File: config.mk
export PLATFORM = sky130hd
export DESIGN_NAME = threshold_dilate_2x2_unit
export DESIGN_NICKNAME = d
export VERILOG_FILES = /design/src/sv/thd_pkg.sv /design/src/sv/thd_ram.sv /design/src/sv/thd_col_cell.sv /design/src/sv/thd_out_fifo.sv /design/src/sv/threshold_dilate_2x2_unit.sv
export SDC_FILE = /design/constraint.sdc
export NUM_CORES = 1
export LEC_CHECK = 0
export CAP_MARGIN = 20
export CELL_PAD_IN_SITES_DETAIL_PLACEMENT = 0
export CELL_PAD_IN_SITES_GLOBAL_PLACEMENT = 1
export CORE_MARGIN = 8
export CORE_UTILIZATION = 47
export CTS_BUF_LIST = sky130_fd_sc_hd__clkbuf_16
export DETAILED_ROUTE_END_ITERATION = 12
export DONT_BUFFER_PORTS = 1
export PLACE_DENSITY = 0.79
export SYNTH_ARGS = -nofsm -noshare
export SYNTH_HDL_FRONTEND = slang
export SYNTH_SLANG_ARGS = --single-unit
File: constraint.sdc
create_clock -name clk_i -period 8.47 [get_ports clk_i]
set_input_delay 0.847 -clock clk_i [delete_from_list [all_inputs] [get_ports clk_i]]
set_output_delay 0.847 -clock clk_i [all_outputs]
set_load 0.01 [all_outputs]
File: src/sv/thd_pkg.sv
// Shared constants, codes and types of the threshold and 2x2 dilation unit.
`default_nettype none

package thd_pkg;

  // Image geometry limits
  localparam int MAX_WIDTH  = 512;
  localparam int MAX_HEIGHT = 512;

  // Field widths fixed by the register and stream definitions
  localparam int PIX_W      = 8;
  localparam int CFG_DIM_W  = 10;
  localparam int CFG_IDX_W  = 2;
  localparam int CFG_DATA_W = 10;

  // Counter width: large enough for the geometry limits and the register fields
  localparam int LIM_W = ($clog2(MAX_WIDTH + 1) > $clog2(MAX_HEIGHT + 1)) ?
                         $clog2(MAX_WIDTH + 1) : $clog2(MAX_HEIGHT + 1);
  localparam int DIM_W = (LIM_W > CFG_DIM_W) ? LIM_W : CFG_DIM_W;

  // Line store address width
  localparam int ADDR_W = $clog2(MAX_WIDTH);

  // Output queue sizing
  localparam int FIFO_DEPTH = 8;
  localparam int FIFO_PTR_W = $clog2(FIFO_DEPTH);
  localparam int FIFO_CNT_W = $clog2(FIFO_DEPTH + 1);

  // Beats produced per item at most
  localparam int RES_CNT_W = 2;

  // Pixel levels
  localparam logic [PIX_W-1:0] PIX_SET   = {PIX_W{1'b1}};
  localparam logic [PIX_W-1:0] PIX_CLEAR = {PIX_W{1'b0}};

  // Register reset values
  localparam logic [PIX_W-1:0]     THRESHOLD_RST = PIX_W'(128);
  localparam logic [CFG_DIM_W-1:0] WIDTH_RST     = CFG_DIM_W'(512);
  localparam logic [CFG_DIM_W-1:0] HEIGHT_RST    = CFG_DIM_W'(512);
  localparam logic                 DILATE_RST    = 1'b1;

  // Register indexes on the configuration port
  typedef enum logic [CFG_IDX_W-1:0] {
    REG_THRESHOLD     = 2'd0,
    REG_IMAGE_WIDTH   = 2'd1,
    REG_IMAGE_HEIGHT  = 2'd2,
    REG_DILATE_ENABLE = 2'd3
  } cfg_reg_e;

  // Input beat kinds
  typedef enum logic {
    OP_PIXEL = 1'b0,
    OP_DRAIN = 1'b1
  } op_e;

  // Binarized bits of one column of the window
  typedef struct packed {
    logic top;
    logic bot;
  } col_bits_t;

  // Controls of a window column cell
  typedef struct packed {
    logic shift;
    logic clear;
  } cell_ctrl_t;

  // One result beat
  typedef struct packed {
    logic [PIX_W-1:0] pixel;
    logic             eoi;
  } result_t;

  // Push controls of the output queue
  typedef struct packed {
    logic first;
    logic second;
  } push_t;

  // Item flags carried down the pipeline
  typedef struct packed {
    logic pix;        // pixel processed, window advances
    logic emit_win;   // window result for the previous column
    logic emit_last;  // last-column result, binarized only
    logic drain;      // drained last-row pixel
    logic eoi;        // final drained pixel of the image
    logic bit_in;     // binarized value of the incoming pixel
  } item_ctl_t;

endpackage

`default_nettype wire

File: src/sv/thd_ram.sv
// Generic single-port RAM with read-first registered read.
`default_nettype none

module thd_ram #(
  parameter int WIDTH = 1,
  parameter int DEPTH = 512,
  localparam int AW   = $clog2(DEPTH)
) (
  input  wire logic             clk_i,
  input  wire logic             en_i,
  input  wire logic             we_i,
  input  wire logic [AW-1:0]    addr_i,
  input  wire logic [WIDTH-1:0] wdata_i,
  output logic      [WIDTH-1:0] rdata_o
);

  logic [WIDTH-1:0] mem_q [DEPTH];
  logic [WIDTH-1:0] rdata_q;

  // Read old contents, then write
  always_ff @(posedge clk_i) begin
    if (en_i) begin
      rdata_q <= mem_q[addr_i];
      if (we_i) begin
        mem_q[addr_i] <= wdata_i;
      end
    end
  end

  assign rdata_o = rdata_q;

endmodule

`default_nettype wire

File: src/sv/thd_col_cell.sv
// One column cell of the 2x2 window: holds a top and bottom bit, hands them on.
`default_nettype none

module thd_col_cell (
  input  wire logic                  clk_i,
  input  wire logic                  rst_ni,
  input  wire thd_pkg::cell_ctrl_t   ctrl_i,
  input  wire thd_pkg::col_bits_t    bits_i,
  output thd_pkg::col_bits_t         bits_o
);

  thd_pkg::col_bits_t bits_q, bits_d;

  // Clear at end of image, load the neighbor's bits when the window advances
  always_comb begin
    bits_d = bits_q;
    if (ctrl_i.clear) begin
      bits_d = '0;
    end else if (ctrl_i.shift) begin
      bits_d = bits_i;
    end
  end

  always_ff @(posedge clk_i or negedge rst_ni) begin
    if (!rst_ni) begin
      bits_q <= '0;
    end else begin
      bits_q <= bits_d;
    end
  end

  assign bits_o = bits_q;

endmodule

`default_nettype wire

File: src/sv/thd_out_fifo.sv
// Output queue: takes up to two result beats a cycle, gives one beat a cycle while ready_i is high.
`default_nettype none

module thd_out_fifo (
  input  wire logic                                clk_i,
  input  wire logic                                rst_ni,
  input  wire thd_pkg::push_t                      push_i,
  input  wire thd_pkg::result_t                    data0_i,
  input  wire thd_pkg::result_t                    data1_i,
  output logic                                     valid_o,
  input  wire logic                                ready_i,
  output thd_pkg::result_t                         data_o,
  output logic [thd_pkg::FIFO_CNT_W-1:0]           count_o
);

  thd_pkg::result_t                  mem_q [thd_pkg::FIFO_DEPTH];
  logic [thd_pkg::FIFO_PTR_W-1:0]    wr_ptr_q, wr_ptr_d;
  logic [thd_pkg::FIFO_PTR_W-1:0]    rd_ptr_q, rd_ptr_d;
  logic [thd_pkg::FIFO_CNT_W-1:0]    cnt_q, cnt_d;
  logic [thd_pkg::FIFO_PTR_W-1:0]    wr_ptr_nxt;
  logic [thd_pkg::FIFO_CNT_W-1:0]    n_push;
  logic                              pop;

  assign pop        = (cnt_q != '0) && ready_i;
  assign wr_ptr_nxt = wr_ptr_q + thd_pkg::FIFO_PTR_W'(1);
  assign n_push     = thd_pkg::FIFO_CNT_W'(push_i.first) +
                      thd_pkg::FIFO_CNT_W'(push_i.second);

  // Advance pointers and occupancy
  always_comb begin
    wr_ptr_d = wr_ptr_q + thd_pkg::FIFO_PTR_W'(n_push);
    rd_ptr_d = pop ? rd_ptr_q + thd_pkg::FIFO_PTR_W'(1) : rd_ptr_q;
    cnt_d    = cnt_q + n_push - thd_pkg::FIFO_CNT_W'(pop);
  end

  always_ff @(posedge clk_i or negedge rst_ni) begin
    if (!rst_ni) begin
      wr_ptr_q <= '0;
      rd_ptr_q <= '0;
      cnt_q    <= '0;
    end else begin
      wr_ptr_q <= wr_ptr_d;
      rd_ptr_q <= rd_ptr_d;
      cnt_q    <= cnt_d;
    end
  end

  // Store pushed beats; the second follows the first
  always_ff @(posedge clk_i) begin
    if (push_i.first) begin
      mem_q[wr_ptr_q] <= data0_i;
    end
    if (push_i.first && push_i.second) begin
      mem_q[wr_ptr_nxt] <= data1_i;
    end
  end

  assign valid_o = (cnt_q != '0);
  assign data_o  = mem_q[rd_ptr_q];
  assign count_o = cnt_q;

endmodule

`default_nettype wire

File: src/sv/threshold_dilate_2x2_unit.sv
// Top level of the streaming threshold and 2x2 dilation unit.
// Grey pixels enter in raster order as beats with tuser low; each is binarized
// against the threshold and, with dilation on, ORed over the 2x2 window to its
// lower right. Results leave one row and one pixel behind the input, so after
// the last pixel of an image the user sends one drain beat (tuser high) per
// pixel of the last row; the final drained beat carries tlast. The unit takes
// one beat per clock while s_axis_tready is high: the line store is a
// single-port RAM of MAX_WIDTH bits with one access per beat, followed by a
// chain of two window column cells. A beat's results pass the stage 2 and
// stage 3 flag registers, then enter the output queue. The last column of
// each row after the first gives two result beats when the width exceeds one;
// s_axis_tready drops when queued and in-flight beats leave no room for two
// more. The line store needs no clearing pass after reset. Configuration
// writes are taken at once; write them only while no beat is in flight.
`default_nettype none

module threshold_dilate_2x2_unit (
  input  wire logic                             clk_i,
  input  wire logic                             rst_ni,
  // Configuration writes
  input  wire logic                             cfg_valid_i,
  output logic                                  cfg_ready_o,
  input  wire logic [thd_pkg::CFG_IDX_W-1:0]    cfg_index_i,
  input  wire logic [thd_pkg::CFG_DATA_W-1:0]   cfg_data_i,
  // Input stream
  input  wire logic                             s_axis_tvalid,
  output logic                                  s_axis_tready,
  input  wire logic [thd_pkg::PIX_W-1:0]        s_axis_tdata,   // [7:0] in_pixel
  input  wire logic                             s_axis_tuser,   // [0] opcode
  // Output stream
  output logic                                  m_axis_tvalid,
  input  wire logic                             m_axis_tready,
  output logic [thd_pkg::PIX_W-1:0]             m_axis_tdata,   // [7:0] out_pixel
  output logic                                  m_axis_tlast    // end_of_image
);

  localparam int DW = thd_pkg::DIM_W;
  localparam int AW = thd_pkg::ADDR_W;
  localparam int SW = thd_pkg::FIFO_CNT_W + 1;

  // Configuration registers
  logic [thd_pkg::PIX_W-1:0]     thr_q;
  logic [thd_pkg::CFG_DIM_W-1:0] width_q, height_q;
  logic                          dil_q;

  // Raster counters
  logic [DW-1:0] col_q, col_d;
  logic [DW-1:0] row_q, row_d;
  logic [DW-1:0] drain_q, drain_d;

  // Stage 1 signals
  logic [DW-1:0] w_eff, h_eff, c0, r0, col_inc, d_cl;
  logic          accept, wrap, is_drain, proc, drain_ok, drain_last, pix_bit;
  thd_pkg::item_ctl_t ctl;

  // Line store port
  logic          ram_en, ram_we, ram_rdata;
  logic [AW-1:0] ram_addr;

  // Pipeline flags
  thd_pkg::item_ctl_t s2_q, s3_q;
  logic               s3_bit_q;

  // Window cells
  thd_pkg::cell_ctrl_t cell_ctrl;
  thd_pkg::col_bits_t  cell0_in, cur_col, prev_col;

  // Output queue
  thd_pkg::push_t                  push;
  thd_pkg::result_t                res0, res1, res_out;
  logic [thd_pkg::FIFO_CNT_W-1:0]  fifo_cnt;
  logic                            win_bit;
  logic [SW-1:0]                   n_s2, n_s3, load;

  assign cfg_ready_o = 1'b1;

  // Write configuration registers
  always_ff @(posedge clk_i or negedge rst_ni) begin
    if (!rst_ni) begin
      thr_q    <= thd_pkg::THRESHOLD_RST;
      width_q  <= thd_pkg::WIDTH_RST;
      height_q <= thd_pkg::HEIGHT_RST;
      dil_q    <= thd_pkg::DILATE_RST;
    end else if (cfg_valid_i) begin
      case (thd_pkg::cfg_reg_e'(cfg_index_i))
        thd_pkg::REG_THRESHOLD:     thr_q    <= cfg_data_i[thd_pkg::PIX_W-1:0];
        thd_pkg::REG_IMAGE_WIDTH:   width_q  <= cfg_data_i[thd_pkg::CFG_DIM_W-1:0];
        thd_pkg::REG_IMAGE_HEIGHT:  height_q <= cfg_data_i[thd_pkg::CFG_DIM_W-1:0];
        thd_pkg::REG_DILATE_ENABLE: dil_q    <= cfg_data_i[0];
        default: ;
      endcase
    end
  end

  // Clamp geometry into the supported range
  always_comb begin
    w_eff = DW'(width_q);
    if (width_q == '0) begin
      w_eff = DW'(1);
    end else if (DW'(width_q) > DW'(thd_pkg::MAX_WIDTH)) begin
      w_eff = DW'(thd_pkg::MAX_WIDTH);
    end
    h_eff = DW'(height_q);
    if (height_q == '0) begin
      h_eff = DW'(1);
    end else if (DW'(height_q) > DW'(thd_pkg::MAX_HEIGHT)) begin
      h_eff = DW'(thd_pkg::MAX_HEIGHT);
    end
  end

  assign accept = s_axis_tvalid && s_axis_tready;

  // Stage 1: position the beat in the raster, address the line store
  always_comb begin
    wrap       = (col_q >= w_eff);
    c0         = wrap ? '0 : col_q;
    r0         = (wrap && (row_q < h_eff)) ? row_q + DW'(1) : row_q;
    is_drain   = (thd_pkg::op_e'(s_axis_tuser) == thd_pkg::OP_DRAIN);
    proc       = !is_drain && (r0 < h_eff) && (c0 < DW'(thd_pkg::MAX_WIDTH));
    pix_bit    = (s_axis_tdata >= thr_q);
    col_inc    = c0 + DW'(1);
    d_cl       = (drain_q >= DW'(thd_pkg::MAX_WIDTH)) ?
                 DW'(thd_pkg::MAX_WIDTH - 1) : drain_q;
    drain_ok   = is_drain && (r0 >= h_eff);
    drain_last = (d_cl >= w_eff - DW'(1));

    ctl.pix       = proc;
    ctl.emit_win  = proc && (r0 != '0) && (c0 != '0);
    ctl.emit_last = proc && (r0 != '0) && (c0 == w_eff - DW'(1));
    ctl.drain     = drain_ok;
    ctl.eoi       = drain_ok && drain_last;
    ctl.bit_in    = pix_bit;

    ram_en   = accept && (proc || drain_ok);
    ram_we   = accept && proc;
    ram_addr = proc ? c0[AW-1:0] : d_cl[AW-1:0];
  end

  // Advance the raster counters
  always_comb begin
    col_d   = col_q;
    row_d   = row_q;
    drain_d = drain_q;
    if (accept) begin
      col_d = c0;
      row_d = r0;
      if (proc) begin
        if (col_inc >= w_eff) begin
          col_d = '0;
          row_d = r0 + DW'(1);
        end else begin
          col_d = col_inc;
        end
      end
      if (drain_ok) begin
        if (drain_last) begin
          drain_d = '0;
          col_d   = '0;
          row_d   = '0;
        end else begin
          drain_d = d_cl + DW'(1);
        end
      end
    end
  end

  always_ff @(posedge clk_i or negedge rst_ni) begin
    if (!rst_ni) begin
      col_q   <= '0;
      row_q   <= '0;
      drain_q <= '0;
    end else begin
      col_q   <= col_d;
      row_q   <= row_d;
      drain_q <= drain_d;
    end
  end

  // Line store: one bit per column of the previous row
  thd_ram #(
    .WIDTH (1),
    .DEPTH (thd_pkg::MAX_WIDTH)
  ) u_row_store (
    .clk_i   (clk_i),
    .en_i    (ram_en),
    .we_i    (ram_we),
    .addr_i  (ram_addr),
    .wdata_i (ctl.bit_in),
    .rdata_o (ram_rdata)
  );

  // Hand item flags down the pipeline
  always_ff @(posedge clk_i or negedge rst_ni) begin
    if (!rst_ni) begin
      s2_q <= '0;
      s3_q <= '0;
    end else begin
      s2_q <= accept ? ctl : '0;
      s3_q <= s2_q;
    end
  end

  // Hold the drained bit for the output stage
  always_ff @(posedge clk_i) begin
    s3_bit_q <= ram_rdata;
  end

  // Stage 2: shift the window column chain, clear it at the end of an image
  assign cell_ctrl.shift = s2_q.pix;
  assign cell_ctrl.clear = s2_q.eoi;
  assign cell0_in.top    = ram_rdata;
  assign cell0_in.bot    = s2_q.bit_in;

  thd_col_cell u_cell_cur (
    .clk_i  (clk_i),
    .rst_ni (rst_ni),
    .ctrl_i (cell_ctrl),
    .bits_i (cell0_in),
    .bits_o (cur_col)
  );

  thd_col_cell u_cell_prev (
    .clk_i  (clk_i),
    .rst_ni (rst_ni),
    .ctrl_i (cell_ctrl),
    .bits_i (cur_col),
    .bits_o (prev_col)
  );

  // Stage 3: form the result beats
  always_comb begin
    win_bit = dil_q ? (prev_col.top | prev_col.bot | cur_col.top | cur_col.bot)
                    : prev_col.top;
    push        = '0;
    res0        = '0;
    res1.pixel  = cur_col.top ? thd_pkg::PIX_SET : thd_pkg::PIX_CLEAR;
    res1.eoi    = 1'b0;
    if (s3_q.drain) begin
      push.first = 1'b1;
      res0.pixel = s3_bit_q ? thd_pkg::PIX_SET : thd_pkg::PIX_CLEAR;
      res0.eoi   = s3_q.eoi;
    end else if (s3_q.emit_win) begin
      push.first  = 1'b1;
      push.second = s3_q.emit_last;
      res0.pixel  = win_bit ? thd_pkg::PIX_SET : thd_pkg::PIX_CLEAR;
    end else if (s3_q.emit_last) begin
      push.first = 1'b1;
      res0       = res1;
    end
  end

  thd_out_fifo u_out_fifo (
    .clk_i   (clk_i),
    .rst_ni  (rst_ni),
    .push_i  (push),
    .data0_i (res0),
    .data1_i (res1),
    .valid_o (m_axis_tvalid),
    .ready_i (m_axis_tready),
    .data_o  (res_out),
    .count_o (fifo_cnt)
  );

  assign m_axis_tdata = res_out.pixel;
  assign m_axis_tlast = res_out.eoi;

  // Take a beat only if the queue has room for everything in flight plus two
  always_comb begin
    n_s2 = SW'(s2_q.emit_win) + SW'(s2_q.emit_last) + SW'(s2_q.drain);
    n_s3 = SW'(s3_q.emit_win) + SW'(s3_q.emit_last) + SW'(s3_q.drain);
    load = SW'(fifo_cnt) + n_s2 + n_s3;
    s_axis_tready = (load <= SW'(thd_pkg::FIFO_DEPTH - 2));
  end

endmodule

`default_nettype wire

==> Word level (Yosys, flattened, before mapping) <==
Memory sizes are Yosys's and may differ from the RTL's. A register that Yosys moved wholly into a read port is not among the register bits.
Index checks and enable logic that the tools add are counted.
{ "totals": {"ramBits": 584, "ff_bits": 84, "input_bits": 26, "out_inout_bits": 12, "memories": 2, "wordCells": 132} }
{ "classes": {"order_cmp": 12, "mux": 42, "n_addsub": 17, "eq_ne": 4, "n_bitwise": 3, "reduce_logical": 27} }
{ "memory_table": {"columns": ["memory", "words", "word_bits", "read_ports", "rd_clocked_by_memory_dff", "write_ports", "line_no", "source"], "rows": [
  ["u_row_store.mem_q", 512, 1, 1, 1, 1, "thd_ram.sv:17", "logic [WIDTH-1:0] mem_q [DEPTH];"],
  ["u_out_fifo.mem_q", 8, 9, 1, 0, 2, "thd_out_fifo.sv:16", "thd_pkg::result_t mem_q [thd_pkg::FIFO_DEPTH];"]
]} }
{ "op_table": {"columns": ["op", "n"], "rows": [
  ["10-bit 2-to-1 mux", 16],
  ["10-bit by 1-bit adder with 10-bit output (second input constant)", 4],
  ["10-bit greater-or-equal comparator", 4],
  ["8-bit 2-to-1 mux", 4],
  ["9-bit 2-to-1 mux", 3],
  ["10-bit > comparator (second input constant)", 2],
  ["10-bit zero test", 2],
  ["10-bit less-than comparator", 2],
  ["10-bit nonzero test", 2],
  ["1-bit 2-to-1 mux", 14],
  ["1-bit logical AND", 13],
  ["10-bit equality test", 1],
  ["10-bit greater-or-equal comparator (second input constant)", 1],
  ["10-bit less-than comparator (second input constant)", 1],
  ["2-bit AND reduction", 5],
  ["10-bit by 1-bit subtractor with 10-bit output (second input constant)", 1],
  ["8-bit greater-or-equal comparator", 1],
  ["2-bit 2-to-1 mux", 4],
  ["1-bit by 1-bit adder with 2-bit output", 3],
  ["2-bit by 1-bit adder with 3-bit output", 2],
  ["3-bit by 1-bit adder with 3-bit output (second input constant)", 2],
  ["6-bit 2-to-1 mux", 1],
  ["4-bit by 3-bit adder with 5-bit output", 1],
  ["5-bit by 3-bit adder with 5-bit output", 1],
  ["12 further kinds", 15]
]} }

==> Depth between registers and ports, before layout <==
Gate-level depths: netlist (run 1).
{ "depth": {"ltp_word": 13, "mapped_depth": 27, "ltp_nobuf": 25} }

==> Hierarchy <==
A second synthesis (run 1) with hierarchy kept.
{ "hier_totals": {"cells_unflattened": 2518, "area_unflattened_um2": 32757.7} }
{ "modules_own_cells": {"columns": ["module", "area_each_um2", "cells_each", "instances", "seq_area_each_um2"], "rows": [
  ["thd_ram", 22355.2, 1584, 1, 15404.8],
  ["threshold_dilate_2x2_unit", 5977.0, 671, 1, 1751.7],
  ["thd_out_fifo", 4270.3, 251, 1, 2412.3],
  ["thd_col_cell", 77.6, 6, 2, 50.0]
]} }

==> Worst setup path after synthesis (run 1) <==
Ideal clock, no wire load.
{ "synth_timing": {"kind": "input port to flip-flop", "startpoint": "in s_axis_tdata[0] (netlist name)", "endpoint": "mem u_row_store.mem_q[0], data pin", "path_buffers": 0, "stages": 12, "path_slack_ns": -0.420, "setup_time_ns": 1.396, "required_time_ns": 7.074, "arrival_ns": 7.495, "path_cell_list": "inv_1 ha_1 nand2b_1 a21oi_1 nor2b_1 o21ai_0 nand2b_1 a21oi_1 nor2b_1 o21ai_0 nand2b_1 a21o_1"} }
{ "synth_between": {"elab_chain_len": 1} }
{ "synth_lines": {"columns": ["item", "line_no", "source"], "rows": [
  ["start, declared", "threshold_dilate_2x2_unit.sv:28", "input wire logic [thd_pkg::PIX_W-1:0] s_axis_tdata,"],
  ["8-bit greater-or-equal comparator", "threshold_dilate_2x2_unit.sv:120", "pix_bit = (s_axis_tdata >= thr_q);"],
  ["net pix_bit", "threshold_dilate_2x2_unit.sv:53", "logic accept, wrap, is_drain, proc, drain_ok, drain_last, pix_bit;"],
  ["end, declared", "thd_ram.sv:17", null]
]} }
The timed path passes the listed nets, and every way through them passes these cells.

==> Worst setup path in the final report (run 1) <==
{ "layout_timing": {"startpoint": "reg width_q[4] (netlist name)", "endpoint": "reg u_row_store.rdata_q (netlist: u_row_store.rdata_o), read port of u_row_store.mem_q, data pin"} }
{ "layout_between": {"elab_chain_len": 11, "word_cells_on_any_way": 17, "classes_between": "5 x order compare; 5 x mux; 7 x reduce/logical"} }
{ "layout_lines": {"columns": ["item", "line_no", "source"], "rows": [
  ["start, declared", "threshold_dilate_2x2_unit.sv:43", "logic [thd_pkg::CFG_DIM_W-1:0] width_q, height_q;"],
  ["start signal, assigned", "threshold_dilate_2x2_unit.sv:81", "width_q <= thd_pkg::WIDTH_RST;"],
  ["start signal, assigned", "threshold_dilate_2x2_unit.sv:87", "thd_pkg::REG_IMAGE_WIDTH: width_q <= cfg_data_i[thd_pkg::CFG_DIM_W-1:0];"],
  ["10-bit > comparator", "threshold_dilate_2x2_unit.sv:100", "end else if (DW'(width_q) > DW'(thd_pkg::MAX_WIDTH)) begin"],
  ["10-bit 2-to-1 mux", "threshold_dilate_2x2_unit.sv:100", null],
  ["10-bit 2-to-1 mux (*)", "threshold_dilate_2x2_unit.sv:98", "if (width_q == '0) begin"],
  ["10-bit greater-or-equal comparator (*)", "threshold_dilate_2x2_unit.sv:115", "wrap = (col_q >= w_eff);"],
  ["1-bit logical AND", "threshold_dilate_2x2_unit.sv:117", "r0 = (wrap && (row_q < h_eff)) ? row_q + DW'(1) : row_q;"],
  ["10-bit 2-to-1 mux", "threshold_dilate_2x2_unit.sv:117", null],
  ["10-bit less-than comparator", "threshold_dilate_2x2_unit.sv:119", "proc = !is_drain && (r0 < h_eff) && (c0 < DW'(thd_pkg::MAX_WIDTH));"],
  ["1-bit logical AND (2 in series)", "threshold_dilate_2x2_unit.sv:119", null],
  ["1-bit logical OR", "threshold_dilate_2x2_unit.sv:134", "ram_en = accept && (proc || drain_ok);"],
  ["1-bit logical AND", "threshold_dilate_2x2_unit.sv:134", null],
  ["end, declared", "thd_ram.sv:18", "logic [WIDTH-1:0] rdata_q;"]
]} }
Every way passes the cells marked *; elsewhere a longest branch is shown, timed or not.
A chain may end at the register's enable or synchronous reset.

==> flow_metrics.py, run 1 <==
metrics = {
    "cells_and_area": {
        "final_util_pct": 52.3,
        "fill_cells": 5690,
        "area_delta_synth_final_pct": 10.1,
        "diodes": 0,
        "layout_common_cells": "nor2_1 (583), edfxtp_1 (521), o21ai_0 (423)",
        "nets": 2799,
        "final_common_cell": "nor2_1",
        "drive_gt1_share_pct": 9.07,
    },
    "grt": {
        "antenna_found_initial": 0,
        "grt.met3_usage_pct": 3.69,
        "track_usage_pct": 24.1,
        "globalRouteMet1Util_pct": 32.2,
        "grt_pass1_wl_um": 135000,
        "grt_overflow_total": 0,
        "grt_pass1_vias": 22599,
        "grt_max_degree": 130,
        "grt.busiest_layer": "met2",
        "use_met2_pct": 39.9,
    },
    "worst_setup_path": {
        "arrival_ps": 8240,
        "cp_max_fo": 72,
        "slowest_delay_ps": 580,
        "required_ps": 8830,
        "start_kind": "register",
        "end_kind": "register",
        "path_class": "reg -> reg",
        "critPathSlowestCell": "o41ai_2",
    },
    "synthesis": {
        "synth-edff-count": 521,
        "seq_area_frac_synth_pct": 59.7,
        "syn_avg_cell_area_um2": 10.7,
        "yosys.area_share.simple_pct": 14.2,
        "yosys.area_share.adder_pct": 3.61,
        "synthCells": 2808,
        "synth-compound-area-share_pct": 15.3,
        "muxShareOfSynthArea_pct": 1.79,
        "synth_xor_area_share_pct": 1.17,
        "ys_seq_elements": 613,
        "synth_top_family_by_area": "compound AO/OA/AOI/OAI gates",
        "mappedNetlistArea_mm2": 0.0300,
        "synthFlopType": "edfxtp_1",
        "synth_cell_type_count": 73,
        "yosysWarnings": 0,
        "synthArstFlopShare_pct": 13.5,
    },
    "clock_network": {
        "root_buffer": "clkbuf_16",
        "clk_latency_ps": 630,
        "cts_made_buffers": 68,
        "cts.htree.levels": 3,
        "cts_tree": "built",
        "cts_max_path_buffers": 3,
        "cts_sinks": 613,
        "clk_pin_slew_worst_paths_ps": 60,
    },
    "place": {
        "place_hpwl_um": 47400,
        "io_buffers": 0,
        "place_congestion": 0.875,
    },
    "timing": {
        "tns_ps": 0,
        "max_slew_margin_pct": 20.6,
        "tightest_slew_ps": 1190,
        "grt_setup_unrepaired": "false",
        "slew_viol_final": 0,
        "fin_crit_ps": 7880,
        "fin_skew_ps": 28.8,
        "setup_viol": 0,
        "hold_viol_final": 0,
        "finalCritPeriodShare_pct": 93.1,
        "max_freq_mhz": 127,
    },
    "detailed_routing": {
        "drt-vias-per-instance": 6.36,
        "drtIter0Drc": 2818,
        "vias": 22772,
        "drc_errors": 0,
        "avgRoutedWirePerCell_um": 24.5,
        "routed_wirelength_um": 87700,
        "antenna_left": 0,
        "firstDrtPassIters": 6,
    },
    "floorplan": {
        "core_mm2": 0.0631,
        "ios": 38,
        "die_area_mm2": 0.0721,
        "die_h_um": 269,
        "row_count": 92,
        "die_w_um": 269,
        "start_util_pct": 47.5,
    },
    "power": {
        "swShare_pct": 32.9,
        "max-vdd-ir-drop_uv": 168,
        "seq_power_share_pct": 42.2,
        "pwr-share-comb_pct": 25.1,
        "power_density_mw_per_mm2": 261,
        "p_leak_nw": 10.6,
        "switching_power_mw": 2.83,
        "intPower_mw": 5.78,
        "power.share.clock_pct": 32.7,
    },
    "job": {
        "cap_violations": 0,
    },
    "status": {
        "status": "complete, no violations",
    },
    "hold_path": {
        "hold_class": "in -> async",
    },
}
critical path: cells and delay by family (launching register included):
kind | cells | cell delay [ps]
adders and majority gates | 2 | 590
buffers and inverters | 3 | 820
and+or+nand+nor | 10 | 2100
DFF | 1 | 440
xor gates and xnor gates | 1 | 320
AOI/OAI and AO/OA | 10 | 3230
cells in the mapped netlist, drive strengths merged, types with 5 or more instances:
cell	number	area (µm²)
a211oi	8	65.1
a21o	15	113
a21oi	26	138
a22o	18	158
a22oi	7	52.6
a31oi	12	81.3
a32o	6	60.1
a41oi	128	1120
and2	8	50.1
and3	6	37.5
buf	43	235
clkbuf	216	811
dfrtp	79	1980
dfxtp	9	180
edfxtp	521	15600
fa	6	120
ha	77	963
inv	61	229
mux2	27	304
mux2i	14	144
nand2	113	447
nand2b	18	113
nand3	151	756
nand3b	5	37.5
nand4	18	113
nor2	583	2190
nor2b	7	43.8
nor3	23	115
nor4	12	75.1
o21a	5	37.5
o21ai	424	2120
o31ai	14	105
o41ai	33	289
or2	7	43.8
or3	14	87.6
xnor2	26	228
xor2	14	123
flip-flops by register name, indices dropped and copies added, names as in the netlist, 4 cells and up:
| register | count |
|---|---|
| u_out_fifo.count_o | 4 |
| height_q | 10 |
| u_row_store.mem_q | 512 |
| thr_q | 8 |
| drain_q | 10 |
| col_q | 10 |
| row_q | 10 |
| u_out_fifo.mem_q | 16 |
| width_q | 10 |
| s3_q | 4 |
power groups by stage:
stage	Sequential (mW)	Clock [mW]	Combinational [mW]
after floorplan	3.68	0	1.46
after CTS	3.64	2.85	2.13
after global placement	3.69	0	2.06
after detailed placement	3.70	0	2.11
after global routing	3.65	2.97	2.35
final	3.63	2.81	2.16
layer usage:
| metal | part of all wire (%) | vias up |
|---|---|---|
| met1 | 40 | 11428 |
| met2 | 48 | 1121 |
| li1 | - | 10051 |
| met4 | 3.0 | 0 |
| met3 | 8.3 | 172 |
| met5 | 0 | - |
repair_timing:
action / CTS / global route
resized for setup: 0 / 3
setup endpoints to repair: 0 / 1
buffers inserted: 0 / 0
hold endpoints to repair: 79 / 0
hold buffers: 1 / 0
per-stage QoR:
step	worst slack, ps	hold WS [ps]	power, mW	cell area [µm²]	cells
2_1_floorplan	2440	348	5.14	30000	2809
3_3_place_gp	603	383	5.75	30700	3457
3_5_place_dp	464	381	5.80	30800	3459
4_1_cts	400	51.1	8.62	32900	3574
5_1_grt	22.5	41.9	8.98	33000	3580
6_report	588	73.9	8.61	33000	3580
cells by family after synthesis:
| group | after synthesis |
|---|---|
| compound gates | 723 |
| xor+xnor | 40 |
| fa+ha+maj | 83 |
| buf+inv | 321 |
| flops | 613 |
| mux | 45 |
| other cells | 2 |
| simple gates | 981 |
final cells by class:
cell class | count | area (µm²) | share of cell area, %
Inverter | 62 | 233 | 0.705
Tap cell | 846 | 1060 | 3.21
Timing Repair Buffer | 70 | 713 | 2.16
Clock buffer | 70 | 1750 | 5.31
Clock inverter | 44 | 352 | 1.06
Multi-Input combinational cell | 1875 | 11000 | 33.3
Sequential cell | 613 | 17900 | 54.2
path summary, 6_finish.rpt:
path	startpoint	end	slack, ps	depth (start not counted)
min reg2reg	s2_q[4]	s3_q[4]	390	0
max	width_q[4]	u_row_store.rdata_o	590	26
max reg2reg	width_q[4]	u_row_store.rdata_o	590	26
min	rst_ni	height_q[9]	70	0
max in group asynchronous	rst_ni	s2_q[2]	7980	1
min in group clk_i	cfg_data_i[7]	thr_q[7]	350	2
No activity file was read; power rests on OpenSTA's default activity.
==> inputs of run 2 (changes only) <==
--- a/config.mk
+++ b/config.mk
@@ -9,11 +9,11 @@
 export CELL_PAD_IN_SITES_DETAIL_PLACEMENT = 0
 export CELL_PAD_IN_SITES_GLOBAL_PLACEMENT = 1
 export CORE_MARGIN = 8
-export CORE_UTILIZATION = 47
+export CORE_UTILIZATION = 40
 export CTS_BUF_LIST = sky130_fd_sc_hd__clkbuf_16
 export DETAILED_ROUTE_END_ITERATION = 12
 export DONT_BUFFER_PORTS = 1
-export PLACE_DENSITY = 0.79
+export PLACE_DENSITY = 0.69
 export SYNTH_ARGS = -nofsm -noshare
 export SYNTH_HDL_FRONTEND = slang
 export SYNTH_SLANG_ARGS = --single-unit
==> run 2 against run 1 <==
Non-clock buffer count shrank 5. Register-to-register slack got worse by 30 ps. Combinational power barely moved. Global-route usage fell by 2.7 points. Core utilization shrank 7.5 points. Clock-buffer cell count increased by 4.
==> flow_metrics.py, run 2 (synthesis gave the netlist of run 1 again) <==
metrics = {
    "timing": {
        "hold_viol_final": 0,
        "timing.final.ws_setup_ps": 561,
        "tns_ps": 0,
        "fin_skew_ps": 28.3,
        "setup_viol": 0,
        "slew_viol_final": 0,
        "grt_setup_unrepaired": "false",
        "finalCritPeriodShare_pct": 93.4,
        "fin_crit_ps": 7910,
        "max_slew_margin_pct": 18.8,
        "max_freq_mhz": 126,
        "tightest_slew_ps": 1220,
    },
    "clock_network": {
        "root_buffer": "clkbuf_16",
        "cts_tree": "built",
        "cts.htree.levels": 3,
        "cts_setup_buffers": 0,
        "cts_made_buffers": 71,
        "holdBufCountCts": 1,
        "clk_pin_slew_worst_paths_ps": 60,
        "cts_max_path_buffers": 3,
        "clk_latency_ps": 630,
        "cts_sinks": 613,
        "cts.repair.resized": 0,
    },
    "floorplan": {
        "die_area_mm2": 0.0840,
        "row_count": 100,
        "core_mm2": 0.0743,
        "start_util_pct": 40.4,
        "ios": 38,
        "die_h_um": 290,
        "die_w_um": 290,
    },
    "cells_and_area": {
        "nets": 2797,
        "top_regs": "u_row_store.mem_q: 512 flops, u_out_fifo.mem_q: 16 flops",
        "final_common_cell": "nor2_1",
        "drive_gt1_share_pct": 9.26,
        "fill_cells": 7000,
        "largest_reg_flops": 512,
        "multi_input_area_mm2": 0.0110,
        "area_delta_synth_final_pct": 11.1,
        "seq_area_mm2": 0.0179,
        "layout_common_cells": "nor2_1 (583), edfxtp_1 (521), o21ai_0 (423)",
        "diodes": 0,
        "top_register": "u_row_store.mem_q",
    },
    "worst_setup_path": {
        "cp_max_fo": 68,
        "end_kind": "register",
        "arrival_ps": 8230,
        "crit_family": "compound AO/OA/AOI/OAI gates",
        "critPathSlowestCell": "or4_4",
        "path_cells": "clkinv_1 -> nand2_1 -> ha_1 -> a21o_1 -> a21o_1 -> a21o_1 -> a21o_1 -> a211o_1 -> a211oi_1 -> and4_1 -> xnor2_1 -> inv_1 -> ha_1 -> and4_1 -> a2111o_1 -> a31o_4 -> or4_4 -> buf_12 -> nand3_1 -> a41oi_1 -> o41ai_1 -> nand4_1 -> a22oi_1 -> nand4_1",
        "required_ps": 8790,
        "start_kind": "register",
        "path_buf_inv": 3,
        "path_class": "reg -> reg",
        "path_common_cell": "a21o_1",
        "slowest_delay_ps": 780,
    },
    "job": {
        "cap_violations": 0,
    },
    "detailed_routing": {
        "routed_wirelength_um": 93700,
        "drtIter0Drc": 2689,
        "drt-vias-per-instance": 6.15,
        "antenna_left": 0,
        "avgRoutedWirePerCell_um": 25.2,
        "drc_errors": 0,
        "vias": 22824,
        "firstDrtPassIters": 5,
    },
    "place": {
        "place_congestion": 0.870,
        "io_buffers": 0,
        "place_ws_ps": 633,
        "place_hpwl_um": 49000,
    },
    "grt": {
        "antenna_found_initial": 0,
        "grt_max_degree": 129,
        "track_usage_pct": 21.4,
        "grt_overflow_total": 0,
        "grt_pass1_vias": 22630,
        "grt_pass1_wl_um": 141000,
    },
    "status": {
        "status": "complete, no violations",
    },
    "hold_path": {
        "hold_class": "in -> async",
    },
    "power": {
        "max-vdd-ir-drop_uv": 155,
        "power_density_mw_per_mm2": 265,
        "p_leak_nw": 10.6,
    },
}
[run 2: layout make-up]
class | count | area share, %
flip-flops and latches | 613 | 53.8
clock inverters | 55 | 1.28
repair buffers | 65 | 2.10
well taps | 969 | 3.64
inverters | 62 | 0.699
clock buffers | 74 | 5.56
multi-input cells | 1875 | 33.0
[run 2: layer usage]
layer	GRT usage, %	wire, µm
met1	28.5	39000
met2	35.6	44700
met3	3.70	7340
met4	6.67	2660
met5	0	0
[run 2: path summary, 6_finish.rpt]
| check | start | end | slack, ps | cells after the start |
|---|---|---|---|---|
| worst min register to register | s2_q[4] | s3_q[4] | 390 | 0 |
| min in group clk_i | cfg_data_i[2] | thr_q[2] | 350 | 2 |
| worst max-delay path | height_q[9] | u_row_store.rdata_o | 560 | 24 |
| worst max register to register | height_q[9] | u_row_store.rdata_o | 560 | 24 |
| worst min-delay path | rst_ni | dil_q | 70 | 0 |
| max in group asynchronous | rst_ni | drain_q[5] | 8000 | 1 |
[run 2: through the flow]
step	hold WS (ps)	instances	area [µm²]	utilization [%]	total power, mW
after detailed placement	389	3579	30900	41.6	5.83
final	72.6	3713	33300	44.8	8.83
after CTS	40.5	3709	33200	44.7	8.86
after floorplan	348	2809	30000	-	5.14
after global routing	43.7	3713	33300	44.8	9.18
after global placement	372	3579	30900	41.6	5.80
[run 2: where the power goes]
part           switching [mW]  total (mW)  leakage [nW]  internal, mW
Combinational            1.52        2.17          3.64         0.650
Sequential              0.118        3.64          5.83          3.52
Clock                    1.28        3.02          1.18          1.74
Total                    2.91        8.83          10.6          5.92
